### src/rtl/lppd_pkg.sv
// Shared widths, register indexes and control types for the line position PID drive.
package lppd_pkg;

  // Fixed field widths
  localparam int SENSOR_W   = 6;
  localparam int SPEED_W    = 9;
  localparam int POS_W      = 11;
  localparam int INTEG_W    = 15;
  localparam int GAIN_W     = 16;
  localparam int BYTE_W     = 8;
  localparam int LIM_W      = 14;
  localparam int CORR_W     = 11;
  localparam int CFG_IDX_W  = 3;
  localparam int CFG_DATA_W = 16;
  localparam int DIVISOR_W  = 3;

  // Correction magnitude beyond which both wheels saturate anyway
  localparam int CORR_LIMIT = 512;

  // Configuration register indexes
  localparam logic [CFG_IDX_W-1:0] REG_PROP_GAIN      = 3'd0;
  localparam logic [CFG_IDX_W-1:0] REG_INTEG_GAIN     = 3'd1;
  localparam logic [CFG_IDX_W-1:0] REG_DERIV_GAIN     = 3'd2;
  localparam logic [CFG_IDX_W-1:0] REG_CRUISE_SPEED   = 3'd3;
  localparam logic [CFG_IDX_W-1:0] REG_SPEED_CAP      = 3'd4;
  localparam logic [CFG_IDX_W-1:0] REG_STEP_CAP       = 3'd5;
  localparam logic [CFG_IDX_W-1:0] REG_INTEGRAL_LIMIT = 3'd6;

  // Register reset values
  localparam logic [GAIN_W-1:0] PROP_GAIN_RST      = 16'd12800;
  localparam logic [GAIN_W-1:0] INTEG_GAIN_RST     = 16'd77;
  localparam logic [GAIN_W-1:0] DERIV_GAIN_RST     = 16'd1152;
  localparam logic [BYTE_W-1:0] CRUISE_SPEED_RST   = 8'd80;
  localparam logic [BYTE_W-1:0] SPEED_CAP_RST      = 8'd120;
  localparam logic [BYTE_W-1:0] STEP_CAP_RST       = 8'd10;
  localparam logic [LIM_W-1:0]  INTEGRAL_LIMIT_RST = 14'd12800;

  // Controls of the shared multiply-accumulate unit
  typedef struct packed {
    logic mul_en;   // capture gain * operand
    logic acc_clr;  // zero the accumulator
    logic acc_en;   // add the captured product
  } mac_ctrl_t;

endpackage

### src/rtl/lppd_div.sv
// Bit-serial restoring divider for the sensor weight mean.
module lppd_div #(
  parameter int NUM_W = 11
) (
  input  logic                               clk,
  input  logic                               rst,
  input  logic                               start,
  input  logic [NUM_W-1:0]                   numer,
  input  logic [lppd_pkg::DIVISOR_W-1:0]     denom,
  output logic                               busy,
  output logic                               done,
  output logic [NUM_W-1:0]                   quot
);

  localparam int CNT_W = $clog2(NUM_W);
  localparam int REM_W = lppd_pkg::DIVISOR_W;

  logic [NUM_W-1:0] work;
  logic [REM_W-1:0] rem;
  logic [REM_W-1:0] divisor;
  logic [CNT_W-1:0] cnt;
  logic [REM_W:0]   trial;
  logic             fits;

  // One quotient bit per cycle: shift the next numerator bit into the remainder
  assign trial = {rem, work[NUM_W-1]};
  assign fits  = trial >= {1'b0, divisor};

  always_ff @(posedge clk) begin
    if (rst) begin
      busy <= 1'b0;
      done <= 1'b0;
      cnt  <= '0;
    end else begin
      done <= 1'b0;
      if (start) begin
        busy <= 1'b1;
        cnt  <= '0;
      end else if (busy) begin
        cnt <= cnt + 1'b1;
        if (cnt == CNT_W'(NUM_W - 1)) begin
          busy <= 1'b0;
          done <= 1'b1;
        end
      end
    end
  end

  // Hold the remainder and the numerator/quotient shift register
  always_ff @(posedge clk) begin
    if (start) begin
      work    <= numer;
      rem     <= '0;
      divisor <= denom;
    end else if (busy) begin
      work <= {work[NUM_W-2:0], fits};
      rem  <= fits ? REM_W'(trial - {1'b0, divisor}) : trial[REM_W-1:0];
    end
  end

  assign quot = work;

endmodule

### src/rtl/lppd_mac.sv
// Shared multiply-accumulate unit for the three PID terms.
module lppd_mac #(
  parameter int OPND_W = 16,
  parameter int ACC_W  = 35
) (
  input  logic                              clk,
  input  lppd_pkg::mac_ctrl_t               ctrl,
  input  logic [lppd_pkg::GAIN_W-1:0]       gain,
  input  logic signed [OPND_W-1:0]          opnd,
  output logic signed [ACC_W-1:0]           acc
);

  localparam int PROD_W = lppd_pkg::GAIN_W + 1 + OPND_W;

  logic signed [PROD_W-1:0] prod;

  // Register the product, then add it on the next step
  always_ff @(posedge clk) begin
    if (ctrl.mul_en) begin
      prod <= PROD_W'($signed({1'b0, gain}) * opnd);
    end
    if (ctrl.acc_clr) begin
      acc <= '0;
    end else if (ctrl.acc_en) begin
      acc <= acc + ACC_W'(prod);
    end
  end

endmodule

### src/rtl/lppd_drive.sv
// One wheel: offset the base speed, saturate, then limit the step against the last output.
module lppd_drive (
  input  logic [lppd_pkg::BYTE_W-1:0]         cruise_speed,
  input  logic [lppd_pkg::BYTE_W-1:0]         speed_cap,
  input  logic [lppd_pkg::BYTE_W-1:0]         step_cap,
  input  logic signed [lppd_pkg::CORR_W-1:0]  corr,
  input  logic signed [lppd_pkg::SPEED_W-1:0] prev,
  output logic signed [lppd_pkg::SPEED_W-1:0] speed
);

  localparam int W = lppd_pkg::CORR_W + 1;

  logic signed [W-1:0] target;
  logic signed [W-1:0] top;
  logic signed [W-1:0] sat;
  logic signed [W-1:0] lo;
  logic signed [W-1:0] hi;
  logic signed [W-1:0] slew;

  always_comb begin
    target = W'($signed({1'b0, cruise_speed})) + W'(corr);
    top    = W'($signed({1'b0, speed_cap}));
    // Saturate to the speed range
    if (target > top) begin
      sat = top;
    end else if (target < -top) begin
      sat = -top;
    end else begin
      sat = target;
    end
    // Limit the change against the previous output
    lo = W'(prev) - W'($signed({1'b0, step_cap}));
    hi = W'(prev) + W'($signed({1'b0, step_cap}));
    if (sat < lo) begin
      slew = lo;
    end else if (sat > hi) begin
      slew = hi;
    end else begin
      slew = sat;
    end
    speed = slew[lppd_pkg::SPEED_W-1:0];
  end

endmodule

### src/rtl/line_position_pid_drive.sv
// Line position PID drive: sensor decode, sequencer, integral, correction and output register.
// A sample with an active sensor passes through the bit-serial divider and then four passes
// through the shared multiply-accumulate unit before its result is registered; a sample with
// no active sensor skips the divider. The result waits in the wheel step while the output
// stalls. Input is taken again in the cycle after the result is registered, so the block
// takes no new sample while one is in progress.
// Reset clears the loop state and output valid, loads the register defaults; no clearing pass.
module line_position_pid_drive #(
  parameter int ERROR_FRAC_BITS = 8,
  parameter int GAIN_FRAC_BITS  = 8
) (
  input  logic                                clk,
  input  logic                                rst,
  // Sensor samples
  input  logic                                s_axis_tvalid,
  output logic                                s_axis_tready,
  input  logic [7:0]                          s_axis_tdata,  // [5:0] sensor_bits
  // Wheel commands
  output logic                                m_axis_tvalid,
  input  logic                                m_axis_tready,
  output logic [31:0]                         m_axis_tdata,  // [8:0] left_speed,
                                                             // [17:9] right_speed,
                                                             // [28:18] position_error
  output logic [0:0]                          m_axis_tuser,  // [0] line_lost
  // Register writes
  input  logic                                cfg_valid,
  output logic                                cfg_ready,
  input  logic [lppd_pkg::CFG_IDX_W-1:0]      cfg_index,
  input  logic [lppd_pkg::CFG_DATA_W-1:0]     cfg_data
);

  localparam int ERR_W   = ERROR_FRAC_BITS + 3;
  localparam int DIFF_W  = ERR_W + 1;
  localparam int OPND_W  = (DIFF_W > lppd_pkg::INTEG_W) ? DIFF_W : lppd_pkg::INTEG_W;
  localparam int ACC_W   = lppd_pkg::GAIN_W + 1 + OPND_W + 2;
  localparam int SUM_W   = ((ERR_W > lppd_pkg::INTEG_W) ? ERR_W : lppd_pkg::INTEG_W) + 1;
  localparam int POSX_W  = (ERR_W > lppd_pkg::POS_W) ? ERR_W : lppd_pkg::POS_W;
  localparam int SHIFT   = ERROR_FRAC_BITS + GAIN_FRAC_BITS;
  localparam int SPEED_W = lppd_pkg::SPEED_W;
  localparam int CORR_W  = lppd_pkg::CORR_W;

  localparam logic [3:0] ST_IDLE  = 4'd0;
  localparam logic [3:0] ST_DIV   = 4'd1;
  localparam logic [3:0] ST_INTEG = 4'd2;
  localparam logic [3:0] ST_MUL0  = 4'd3;
  localparam logic [3:0] ST_MUL1  = 4'd4;
  localparam logic [3:0] ST_MUL2  = 4'd5;
  localparam logic [3:0] ST_MUL3  = 4'd6;
  localparam logic [3:0] ST_SHIFT = 4'd7;
  localparam logic [3:0] ST_WHEEL = 4'd8;

  localparam logic signed [ACC_W-1:0] ROUND_ADD = ACC_W'((64'sd1 <<< SHIFT) - 64'sd1);
  localparam logic signed [ACC_W-1:0] CORR_HI   = ACC_W'(lppd_pkg::CORR_LIMIT);

  // Configuration registers
  logic [lppd_pkg::GAIN_W-1:0] prop_gain;
  logic [lppd_pkg::GAIN_W-1:0] integ_gain;
  logic [lppd_pkg::GAIN_W-1:0] deriv_gain;
  logic [lppd_pkg::BYTE_W-1:0] cruise_speed;
  logic [lppd_pkg::BYTE_W-1:0] speed_cap;
  logic [lppd_pkg::BYTE_W-1:0] step_cap;
  logic [lppd_pkg::LIM_W-1:0]  integral_limit;

  // Loop state
  logic signed [ERR_W-1:0]              previous_error;
  logic signed [lppd_pkg::INTEG_W-1:0]  error_integral;
  logic signed [SPEED_W-1:0]            previous_left_speed;
  logic signed [SPEED_W-1:0]            previous_right_speed;

  // Working registers
  logic [3:0]                state;
  logic signed [ERR_W-1:0]   err;
  logic signed [DIFF_W-1:0]  diff;
  logic                      lost;
  logic                      err_neg;
  logic signed [CORR_W-1:0]  corr;

  // Sensor decode
  logic signed [3:0]                     sens_sum;
  logic [lppd_pkg::DIVISOR_W-1:0]        sens_cnt;
  logic [2:0]                            sens_mag;
  logic                                  in_xfer;

  // Divider
  logic                  div_start;
  logic                  div_busy;
  logic                  div_done;
  logic [ERR_W-1:0]      div_quot;
  logic [ERR_W-1:0]      div_numer;

  // Multiply-accumulate
  lppd_pkg::mac_ctrl_t         mac_ctrl;
  logic [lppd_pkg::GAIN_W-1:0] mac_gain;
  logic signed [OPND_W-1:0]    mac_opnd;
  logic signed [ACC_W-1:0]     mac_acc;

  // Integral, correction and wheels
  logic signed [SUM_W-1:0]    integ_sum;
  logic signed [SUM_W-1:0]    integ_lim;
  logic signed [SUM_W-1:0]    integ_clamped;
  logic signed [ACC_W-1:0]    corr_full;
  logic signed [ACC_W-1:0]    corr_sat;
  logic signed [CORR_W-1:0]   corr_neg;
  logic signed [SPEED_W-1:0]  left_next;
  logic signed [SPEED_W-1:0]  right_next;
  logic signed [POSX_W-1:0]   err_x;
  logic                       out_load;
  logic signed [SPEED_W:0]    left_step;
  logic signed [SPEED_W:0]    right_step;

  assign cfg_ready     = 1'b1;
  assign s_axis_tready = (state == ST_IDLE);
  assign in_xfer       = s_axis_tvalid && s_axis_tready;

  // Write configuration registers; unknown indexes are dropped
  always_ff @(posedge clk) begin
    if (rst) begin
      prop_gain      <= lppd_pkg::PROP_GAIN_RST;
      integ_gain     <= lppd_pkg::INTEG_GAIN_RST;
      deriv_gain     <= lppd_pkg::DERIV_GAIN_RST;
      cruise_speed   <= lppd_pkg::CRUISE_SPEED_RST;
      speed_cap      <= lppd_pkg::SPEED_CAP_RST;
      step_cap       <= lppd_pkg::STEP_CAP_RST;
      integral_limit <= lppd_pkg::INTEGRAL_LIMIT_RST;
    end else if (cfg_valid && cfg_ready) begin
      case (cfg_index)
        lppd_pkg::REG_PROP_GAIN:      prop_gain      <= cfg_data;
        lppd_pkg::REG_INTEG_GAIN:     integ_gain     <= cfg_data;
        lppd_pkg::REG_DERIV_GAIN:     deriv_gain     <= cfg_data;
        lppd_pkg::REG_CRUISE_SPEED:   cruise_speed   <= cfg_data[lppd_pkg::BYTE_W-1:0];
        lppd_pkg::REG_SPEED_CAP:      speed_cap      <= cfg_data[lppd_pkg::BYTE_W-1:0];
        lppd_pkg::REG_STEP_CAP:       step_cap       <= cfg_data[lppd_pkg::BYTE_W-1:0];
        lppd_pkg::REG_INTEGRAL_LIMIT: integral_limit <= cfg_data[lppd_pkg::LIM_W-1:0];
        default: ;
      endcase
    end
  end

  // Sum the weights of the active sensors and count them
  always_comb begin
    sens_sum = '0;
    sens_cnt = '0;
    for (int i = 0; i < lppd_pkg::SENSOR_W; i++) begin
      if (s_axis_tdata[i]) begin
        sens_sum = sens_sum + ((i < 3) ? 4'(i - 3) : 4'(i - 2));
        sens_cnt = sens_cnt + 1'b1;
      end
    end
    sens_mag = sens_sum[3] ? 3'(-sens_sum) : sens_sum[2:0];
  end

  assign div_start = in_xfer && (sens_cnt != '0);
  assign div_numer = ERR_W'(sens_mag) << ERROR_FRAC_BITS;

  lppd_div #(
    .NUM_W (ERR_W)
  ) u_div (
    .clk   (clk),
    .rst   (rst),
    .start (div_start),
    .numer (div_numer),
    .denom (sens_cnt),
    .busy  (div_busy),
    .done  (div_done),
    .quot  (div_quot)
  );

  // Clamp the running integral
  always_comb begin
    integ_sum = SUM_W'(error_integral) + SUM_W'(err);
    integ_lim = SUM_W'($signed({1'b0, integral_limit}));
    if (integ_sum > integ_lim) begin
      integ_clamped = integ_lim;
    end else if (integ_sum < -integ_lim) begin
      integ_clamped = -integ_lim;
    end else begin
      integ_clamped = integ_sum;
    end
  end

  // Steer the shared unit through the three terms
  always_comb begin
    mac_ctrl = '0;
    mac_gain = prop_gain;
    mac_opnd = OPND_W'(err);
    case (state)
      ST_MUL0: begin
        mac_ctrl.mul_en  = 1'b1;
        mac_ctrl.acc_clr = 1'b1;
      end
      ST_MUL1: begin
        mac_ctrl.mul_en = 1'b1;
        mac_ctrl.acc_en = 1'b1;
        mac_gain        = integ_gain;
        mac_opnd        = OPND_W'(error_integral);
      end
      ST_MUL2: begin
        mac_ctrl.mul_en = 1'b1;
        mac_ctrl.acc_en = 1'b1;
        mac_gain        = deriv_gain;
        mac_opnd        = OPND_W'(diff);
      end
      ST_MUL3: begin
        mac_ctrl.acc_en = 1'b1;
      end
      default: ;
    endcase
  end

  lppd_mac #(
    .OPND_W (OPND_W),
    .ACC_W  (ACC_W)
  ) u_mac (
    .clk  (clk),
    .ctrl (mac_ctrl),
    .gain (mac_gain),
    .opnd (mac_opnd),
    .acc  (mac_acc)
  );

  // Drop the fraction bits toward zero, then bound the correction
  always_comb begin
    corr_full = mac_acc[ACC_W-1] ? ((mac_acc + ROUND_ADD) >>> SHIFT) : (mac_acc >>> SHIFT);
    if (corr_full > CORR_HI) begin
      corr_sat = CORR_HI;
    end else if (corr_full < -CORR_HI) begin
      corr_sat = -CORR_HI;
    end else begin
      corr_sat = corr_full;
    end
  end

  assign corr_neg = -corr;

  lppd_drive u_left (
    .cruise_speed (cruise_speed),
    .speed_cap    (speed_cap),
    .step_cap     (step_cap),
    .corr         (corr_neg),
    .prev         (previous_left_speed),
    .speed        (left_next)
  );

  lppd_drive u_right (
    .cruise_speed (cruise_speed),
    .speed_cap    (speed_cap),
    .step_cap     (step_cap),
    .corr         (corr),
    .prev         (previous_right_speed),
    .speed        (right_next)
  );

  assign out_load = (state == ST_WHEEL) && (!m_axis_tvalid || m_axis_tready);
  assign err_x    = POSX_W'(err);

  // Sequencer and loop state
  always_ff @(posedge clk) begin
    if (rst) begin
      state                <= ST_IDLE;
      previous_error       <= '0;
      error_integral       <= '0;
      previous_left_speed  <= '0;
      previous_right_speed <= '0;
    end else begin
      case (state)
        ST_IDLE: begin
          if (in_xfer) begin
            state <= (sens_cnt == '0) ? ST_INTEG : ST_DIV;
          end
        end
        ST_DIV: begin
          if (div_done) begin
            state <= ST_INTEG;
          end
        end
        ST_INTEG: begin
          error_integral <= lppd_pkg::INTEG_W'(integ_clamped);
          previous_error <= err;
          state          <= ST_MUL0;
        end
        ST_MUL0:  state <= ST_MUL1;
        ST_MUL1:  state <= ST_MUL2;
        ST_MUL2:  state <= ST_MUL3;
        ST_MUL3:  state <= ST_SHIFT;
        ST_SHIFT: state <= ST_WHEEL;
        ST_WHEEL: begin
          if (out_load) begin
            previous_left_speed  <= left_next;
            previous_right_speed <= right_next;
            state                <= ST_IDLE;
          end
        end
        default: state <= ST_IDLE;
      endcase
    end
  end

  // Working values of the current sample
  always_ff @(posedge clk) begin
    if (in_xfer) begin
      lost    <= (sens_cnt == '0);
      err_neg <= sens_sum[3];
      if (sens_cnt == '0) begin
        err <= previous_error;
      end
    end
    if (state == ST_DIV && div_done) begin
      err <= err_neg ? -$signed(div_quot) : $signed(div_quot);
    end
    if (state == ST_INTEG) begin
      diff <= DIFF_W'(err) - DIFF_W'(previous_error);
    end
    if (state == ST_SHIFT) begin
      corr <= CORR_W'(corr_sat);
    end
  end

  // Output register
  always_ff @(posedge clk) begin
    if (rst) begin
      m_axis_tvalid <= 1'b0;
    end else if (out_load) begin
      m_axis_tvalid <= 1'b1;
    end else if (m_axis_tready) begin
      m_axis_tvalid <= 1'b0;
    end
  end

  always_ff @(posedge clk) begin
    if (out_load) begin
      m_axis_tdata <= {3'b000, err_x[lppd_pkg::POS_W-1:0], right_next, left_next};
      m_axis_tuser <= lost;
    end
  end

  assign left_step  = (SPEED_W + 1)'(left_next) - (SPEED_W + 1)'(previous_left_speed);
  assign right_step = (SPEED_W + 1)'(right_next) - (SPEED_W + 1)'(previous_right_speed);

  // No second sample is taken right after one is
  a_one_at_a_time: assert property (@(posedge clk) disable iff (rst)
    in_xfer |=> !s_axis_tready)
    else $error("input taken while a sample is in progress");

  // The divider finishes only while the sequencer waits for it
  a_div_done_state: assert property (@(posedge clk) disable iff (rst)
    div_done |-> (state == ST_DIV))
    else $error("divider finished outside its step");

  // The sequencer never waits on an idle divider
  a_div_alive: assert property (@(posedge clk) disable iff (rst)
    (state == ST_DIV) |-> (div_busy || div_done))
    else $error("waiting on a divider that is not running");

  // Each wheel moves by at most the configured step
  a_slew_bound: assert property (@(posedge clk) disable iff (rst)
    out_load |-> ((left_step <= $signed({2'b00, step_cap}))
              && (left_step >= -$signed({2'b00, step_cap}))
              && (right_step <= $signed({2'b00, step_cap}))
              && (right_step >= -$signed({2'b00, step_cap}))))
    else $error("wheel speed step exceeds the acceleration limit");

endmodule

### config.mk
export PLATFORM = sky130hd
export DESIGN_NAME = line_position_pid_drive
export DESIGN_NICKNAME = d
export VERILOG_FILES = /design/src/rtl/lppd_pkg.sv /design/src/rtl/lppd_div.sv /design/src/rtl/lppd_mac.sv /design/src/rtl/lppd_drive.sv /design/src/rtl/line_position_pid_drive.sv
export SDC_FILE = /design/constraint.sdc
export NUM_CORES = 2
export LEC_CHECK = 0
export BUFFER_PORTS_ARGS = -buffer_cell sky130_fd_sc_hd__buf_2
export CELL_PAD_IN_SITES_DETAIL_PLACEMENT = 1
export CELL_PAD_IN_SITES_GLOBAL_PLACEMENT = 1
export CORE_ASPECT_RATIO = 0.6
export CORE_MARGIN = 2
export CORE_UTILIZATION = 30
export CTS_BUF_LIST = sky130_fd_sc_hd__clkbuf_4 sky130_fd_sc_hd__clkbuf_8 sky130_fd_sc_hd__clkbuf_16
export DETAILED_ROUTE_END_ITERATION = 8
export PLACE_DENSITY = 0.55
export SYNTH_ARGS = -nofsm -noshare
export SYNTH_HDL_FRONTEND = slang
export SYNTH_HIERARCHICAL = 1
export SYNTH_SLANG_ARGS = --single-unit
### constraint.sdc
create_clock -name clk -period 8.5 [get_ports clk]
set_input_delay 1.7 -clock clk [delete_from_list [all_inputs] [get_ports clk]]
set_output_delay 1.7 -clock clk [all_outputs]
set_load 0.02 [all_outputs]
After elaboration in Yosys (flattened, before gate mapping)

Cells that the tools add are included.

Bits in registers: 290
Bits of input ports: 32
Output and inout port bits: 36
Logic and storage cells: 167

Add/subtract/negate cells: 27
Multipliers: 1
Order comparisons: 13
Equality and inequality tests: 18
Muxes and demuxes: 48
Bitwise logic cells: 1
Reduce and logical (&&, ||, !) cells: 29

Operators by type and width:

| kind                                                 | number |
|---|---|
| two-way mux 11 bit                                   | 7 |
| two-way mux 12 bit                                   | 4 |
| two-way mux 4 bit                                    | 9 |
| two-way mux 9 bit                                    | 4 |
| case mux 4 bit (9 select lines)                      | 1 |
| adder 34 x 17 -> 34 bit, second input constant       | 1 |
| adder 34 x 32 -> 34 bit                              | 1 |
| > comparator 34 x 11 -> 1 bit, second input constant | 1 |
| < comparator 34 x 10 -> 1 bit, second input constant | 1 |
| two-way mux 34 bit                                   | 1 |
| multiplier 17 x 15 -> 32 bit                         | 1 |
| case mux 16 bit (2 select lines)                     | 1 |
| two-way mux 15 bit                                   | 2 |
| case mux 15 bit (2 select lines)                     | 1 |
| adder 9 x 11 -> 12 bit                               | 2 |
| > comparator 12 x 10 -> 1 bit                        | 2 |
| > comparator 12 x 9 -> 1 bit                         | 2 |
| < comparator 12 x 10 -> 1 bit                        | 2 |
| < comparator 12 bit                                  | 2 |
| negation 11 bit                                      | 2 |
| two-way mux 3 bit                                    | 7 |
| adder 9 x 9 -> 10 bit                                | 2 |
| subtractor 9 x 9 -> 10 bit                           | 2 |
| AND reduction 2 bit                                  | 9 |
| 35 further kinds                                     | 70 |

Longest topological paths before layout

Depth in word-level cells: 15
Gate-level depth with buffers: 33
Gate-level depth less buffers: 30

By module

Netlist, hierarchy kept.

By module, submodules not included:

| module                  | instances | cells an instance | area each (um^2) | seq. area each (um^2) |
|---|---|---|---|---|
| lppd_mac                | 1         | 1,377             | 12,140.4         | 1,641.6 |
| line_position_pid_drive | 1         | 1,303             | 11,248.3         | 4,684.5 |
| lppd_drive              | 2         | 385               | 2,787.7          | 0.0 |
| lppd_div                | 1         | 84                | 1,068.5          | 600.6 |

Worst setup path before layout

Ideal clock, no wire load.

Kind: register to register
Start: register state[3]
End: register u_mac.prod[23], data pin
Setup time: 0.262 ns
Data arrival time: 6.916 ns
Required time: 8.238 ns
Setup slack: 1.321 ns
Cell stages (with the launch flop): 29
Buffers on the path: 3
Period minus slack after synthesis: 7.179 ns
Cells stage by stage: dfxtp_1 > nand2b_1 > or2_2 > clkbuf_1 > clkbuf_1 > a221o_1 > clkbuf_1 > and2_1 > fa_1 > inv_1 > fa_1 > inv_1 > fa_1 > inv_1 > fa_1 > inv_1 > fa_1 > inv_1 > fa_1 > inv_1 > ha_1 > nand4_1 > nor2_1 > o2bb2ai_1 > o41ai_1 > a31oi_1 > a21oi_1 > o21bai_1 > xor2_1

Longest elaborated chain between the ends: 3
Elaborated cells on any way between the ends: 5
Those cells by class: 1 x mul; 2 x eq/ne; 2 x mux

Ends and longest elaborated chain:

| element                            | RTL line                       | text |
|---|---|---|
| from (decl)                        | line_position_pid_drive.sv:71  | `logic [3:0] state;` |
| from (signal assigned)             | line_position_pid_drive.sv:268 | `state <= (sens_cnt == '0) ? ST_INTEG : ST_DIV;` |
| equality test 4 x 3 -> 1 bit       | line_position_pid_drive.sv:186 | `case (state)` |
| case mux 15 bit (2 select lines) * | line_position_pid_drive.sv:186 |  |
| via mac_opnd[4]                    | line_position_pid_drive.sv:94  | `logic signed [OPND_W-1:0] mac_opnd;` |
| multiplier 17 x 15 -> 32 bit *     | lppd_mac.sv:20                 | `prod <= PROD_W'($signed({1'b0, gain}) * opnd);` |
| to (signal assigned)               | lppd_mac.sv:20                 |  |
| to (decl)                          | lppd_mac.sv:15                 | `logic signed [PROD_W-1:0] prod;` |

The timed path passes the listed nets; every way through them passes the cells marked *.
A chain may end at the register's enable or synchronous reset.

Worst setup path after layout

Start: register state[3]
End: register u_mac.prod[31], data pin

Longest elaborated chain between the ends: 3
Elaborated cells on any way between the ends: 5
Those cells by class: 1 x mul; 2 x eq/ne; 2 x mux

Ends and longest elaborated chain:

| element                            | RTL line                       | text |
|---|---|---|
| equality test 4 x 3 -> 1 bit       | line_position_pid_drive.sv:186 |  |
| case mux 16 bit (2 select lines) * | line_position_pid_drive.sv:186 |  |
| via mac_gain (one bit)             | line_position_pid_drive.sv:93  | `logic [lppd_pkg::GAIN_W-1:0] mac_gain;` |
| multiplier 17 x 15 -> 32 bit *     | lppd_mac.sv:20                 |  |

Marks and branches as above.

==> results_dict.tcl <==
set metrics [dict create \
    power.share.clock 0.197 \
    ys_seq_area_frac 0.231 \
    slowest_delay_ns 0.65 \
    fillers 11600 \
    ys_seq_elements 290 \
    min_path_type "register to register" \
    fin_worst_skew_ns 0.0311 \
    worstReg2RegStart "state[3]$_SDFFE_PP0P_" \
    area_delta_synth_final_pct 10.7 \
    finalWorstPathRequiredPeriod_ns 8.03 \
    dp_hpwl_um 79300 \
    r2r_setup_slack_ns 0.47 \
    vdd_drop_max_v 0.000211 \
    min_to "m_axis_tuser$_DFFE_PP_" \
    numCtsBuffers 36 \
    synth_ff_type "dfxtp_1" \
    synth_top_family_by_area "adder cells" \
    timing.rr.end "u_mac/prod[31]$_DFFE_PP_" \
    antenna_found_initial 3 \
    cts.htree.levels 2 \
    synth_mux_area_frac 0.0224 \
    critical_path_required_ns 8.82 \
    nNetsFinal 4141 \
    hold_viol_final 0 \
    tns_ns 0 \
    crit_family "adder cells" \
    drt_wl_total_um 99800 \
    syn-cell-area_mm2 0.0300 \
    routed-via-count 25200 \
    sw_frac_of_total 0.454 \
    maxSlewViolCount 0 \
    p_int_mw 4.69 \
    synth_area_per_cell_um2 8.50 \
    finalCritPeriodShare 0.945 \
    switching_power_mw 3.90 \
    cp.depth 25 \
    min_from "lost$_DFFE_PP_" \
    synth_compound_area_frac 0.164 \
    max-slew-margin-rel 0.277 \
    fmax_ghz 0.124 \
    vias_per_cell 5.13 \
    synth_cell_types 100 \
    synth-edff-count 112 \
    gp_congestion 0.814 \
    detail_route.wl_per_cell_um 20.3 \
    status "complete, no violations" \
    async_reset_ff_frac 0 \
    r2r_cells 25 \
    combPwrFrac 0.568 \
    synth-simple-area-share 0.192 \
    die-area_mm2 0.103 \
    tightest_slew_ns 1.08 \
    syn_inst 3534 \
    clockBufferDepth 3 \
    power.total_mw 8.59 \
    cts.sinks 290 \
    cts_setup_buffers 0 \
    firstDrtPassIters 5 \
    cap_violations 0 \
    place_ws_ns 0.588 \
    grt_pass1_wl_um 158000 \
    dpl_cell_area_mm2 0.0319 \
    tritoncts "done" \
    port-buffer-count 61 \
    worstSetupStartpointType "register" \
    start_util 0.304 \
    crit_slowest_cell "a221o_1" \
    synth_xor_area_frac 0.0495 \
    root_buffer "clkbuf_16" \
    cp_max_fo 22 \
    setup_violations 0 \
    drive_above_1_share 0.0754 \
    whs_path_depth 0 \
    worstPathArrival_ns 8.36 \
    path_buf_inv 5 \
    track_usage 0.196 \
    placementRows 89 \
    coreArea_mm2 0.0988 \
    die_h_um 249 \
    layout_setup_ws_ns 0.466 \
    insertion_delay_ns 0.60 \
    drc 0 \
    p_leak_nw 14.7 \
    grt_overflow 0 \
    die_w_um 412 \
    cp_common_cell "fa_1" \
    grt_start_max_net_pins 80 \
    final_cell_area_mm2 0.0332 \
    first_global_vias 26000 \
    cp-end-kind "register" \
    path_class "register to register" \
    fin_util 0.336 \
    rsz0062_at_grt "no" \
    cts.clk_slew.worst_paths_ns 0.06 \
    yosys_warnings 6 \
    p_per_area_mw_per_mm2 258 \
    seqPwrFrac 0.235 \
    io_pins 68 \
    antenna_left 0 \
    synthAdderAreaFrac 0.273 \
    drt_iter0_drc 1530 \
]
layout by cell type (no fill, tap or decap), types with 23 or more instances in the layout:
| cell | instances |
|---|---|
| o21ai_0 | 105 |
| o21a_1 | 24 |
| and2_1 | 111 |
| xnor2_1 | 115 |
| and3_1 | 52 |
| nand4_1 | 33 |
| a21o_1 | 64 |
| mux2i_1 | 39 |
| nand2b_1 | 35 |
| fa_1 | 191 |
| xor2_1 | 53 |
| nor4_1 | 31 |
| nor2_1 | 188 |
| inv_1 | 386 |
| buf_2 | 60 |
| a221o_1 | 29 |
| nand3_1 | 55 |
| nand2_1 | 532 |
| mux2_2 | 23 |
| clkbuf_16 | 41 |
| buf_4 | 59 |
| nor2b_1 | 26 |
| ha_1 | 350 |
| nand3b_1 | 25 |
| a21oi_1 | 254 |
| edfxtp_1 | 112 |
| nor3_1 | 40 |
| a211oi_1 | 28 |
| dfxtp_1 | 178 |
power by group through the flow:
stage	Sequential, mW	Clock, mW	Combinational, mW
floorplan	1.93	0	3.61
global placement	2.05	0	4.79
detailed placement	2.05	0	4.82
CTS	2.02	1.76	4.87
global route	2.05	1.81	5.54
finish	2.02	1.70	4.88
cells in the mapped netlist (55+ instances only):
cell type	count	share of area
dfxtp_1	178	0.12
a21o_1	64	0.016
xnor2_1	115	0.034
nand2_1	534	0.067
a21oi_1	256	0.043
o21ai_0	106	0.018
and2_1	111	0.023
fa_1	191	0.13
nor2_1	190	0.024
edfxtp_1	112	0.11
clkbuf_1	106	0.013
inv_1	386	0.048
ha_1	350	0.15
nand3_1	55	0.0092
worst max-delay path by stage:
stage	slack, ns	endpoint	start
finish	0.47	u_mac/prod[31]$_DFFE_PP_	state[3]$_SDFFE_PP0P_
global route	0.008	u_mac/prod[23]$_DFFE_PP_	state[3]$_SDFFE_PP0P_
CTS	0.53	u_mac/prod[31]$_DFFE_PP_	state[3]$_SDFFE_PP0P_
detailed placement	0.59	u_mac/prod[31]$_DFFE_PP_	state[3]$_SDFFE_PP0P_
global placement	0.62	u_mac/prod[31]$_DFFE_PP_	state[3]$_SDFFE_PP0P_
floorplan	1.32	u_mac/prod[23]$_DFFE_PP_	state[3]$_SDFFE_PP0P_
timing repair:
action | 4_1_cts | 5_1_grt
hold buffers | 0 | 0
setup endpoints to repair | 0 | 2
gates resized for setup | 0 | 3
kinds of logic (layout without fill, tap and decap cells):
group	after synthesis	in the layout
XOR/XNOR	169	169
adder cells (fa/ha/maj)	542	542
AO/OA/AOI/OAI	736	736
flip-flops	290	290
multiplexers	64	64
other	2	14
buffers and inverters	524	576
AND/OR/NAND/NOR	1207	1207
per-layer routing:
layer  part of all wire  routed length, um  track usage
met4              0.013               1270       0.0313
met3              0.052               5170       0.0372
met2               0.37              36500        0.255
met5                  0                  0            0
met1               0.57              56800        0.324
state kept, by name (all words and copies together) (netlist names), 12 cells and up:
| register | flops |
|---|---|
| integ_gain | 16 |
| deriv_gain | 16 |
| integral_limit | 14 |
| m_axis_tdata | 29 |
| u_mac/acc | 34 |
| error_integral | 15 |
| u_mac/prod | 32 |
| prop_gain | 16 |
| diff | 12 |
metrics by stage:
| stage | hold WS (ns) | cells |
|---|---|---|
| floorplan | 0.400 | 3544 |
| global placement | 0.415 | 4849 |
| detailed placement | 0.415 | 4849 |
| CTS | 0.430 | 4915 |
| global route | 0.453 | 4916 |
| finish | 0.428 | 4917 |
layout make-up:
type,instances,area (um2),share of cell area
repair buffers,120,763,0.0230
well taps,1319,1650,0.0497
diodes,2,5.00,0.000151
multi-input cells,2730,21100,0.636
clock buffers,53,1150,0.0345
inverters,390,1460,0.0440
flip-flops and latches,290,6930,0.208
clock inverters,13,131,0.00395
(Power assumes the default switching activity.)
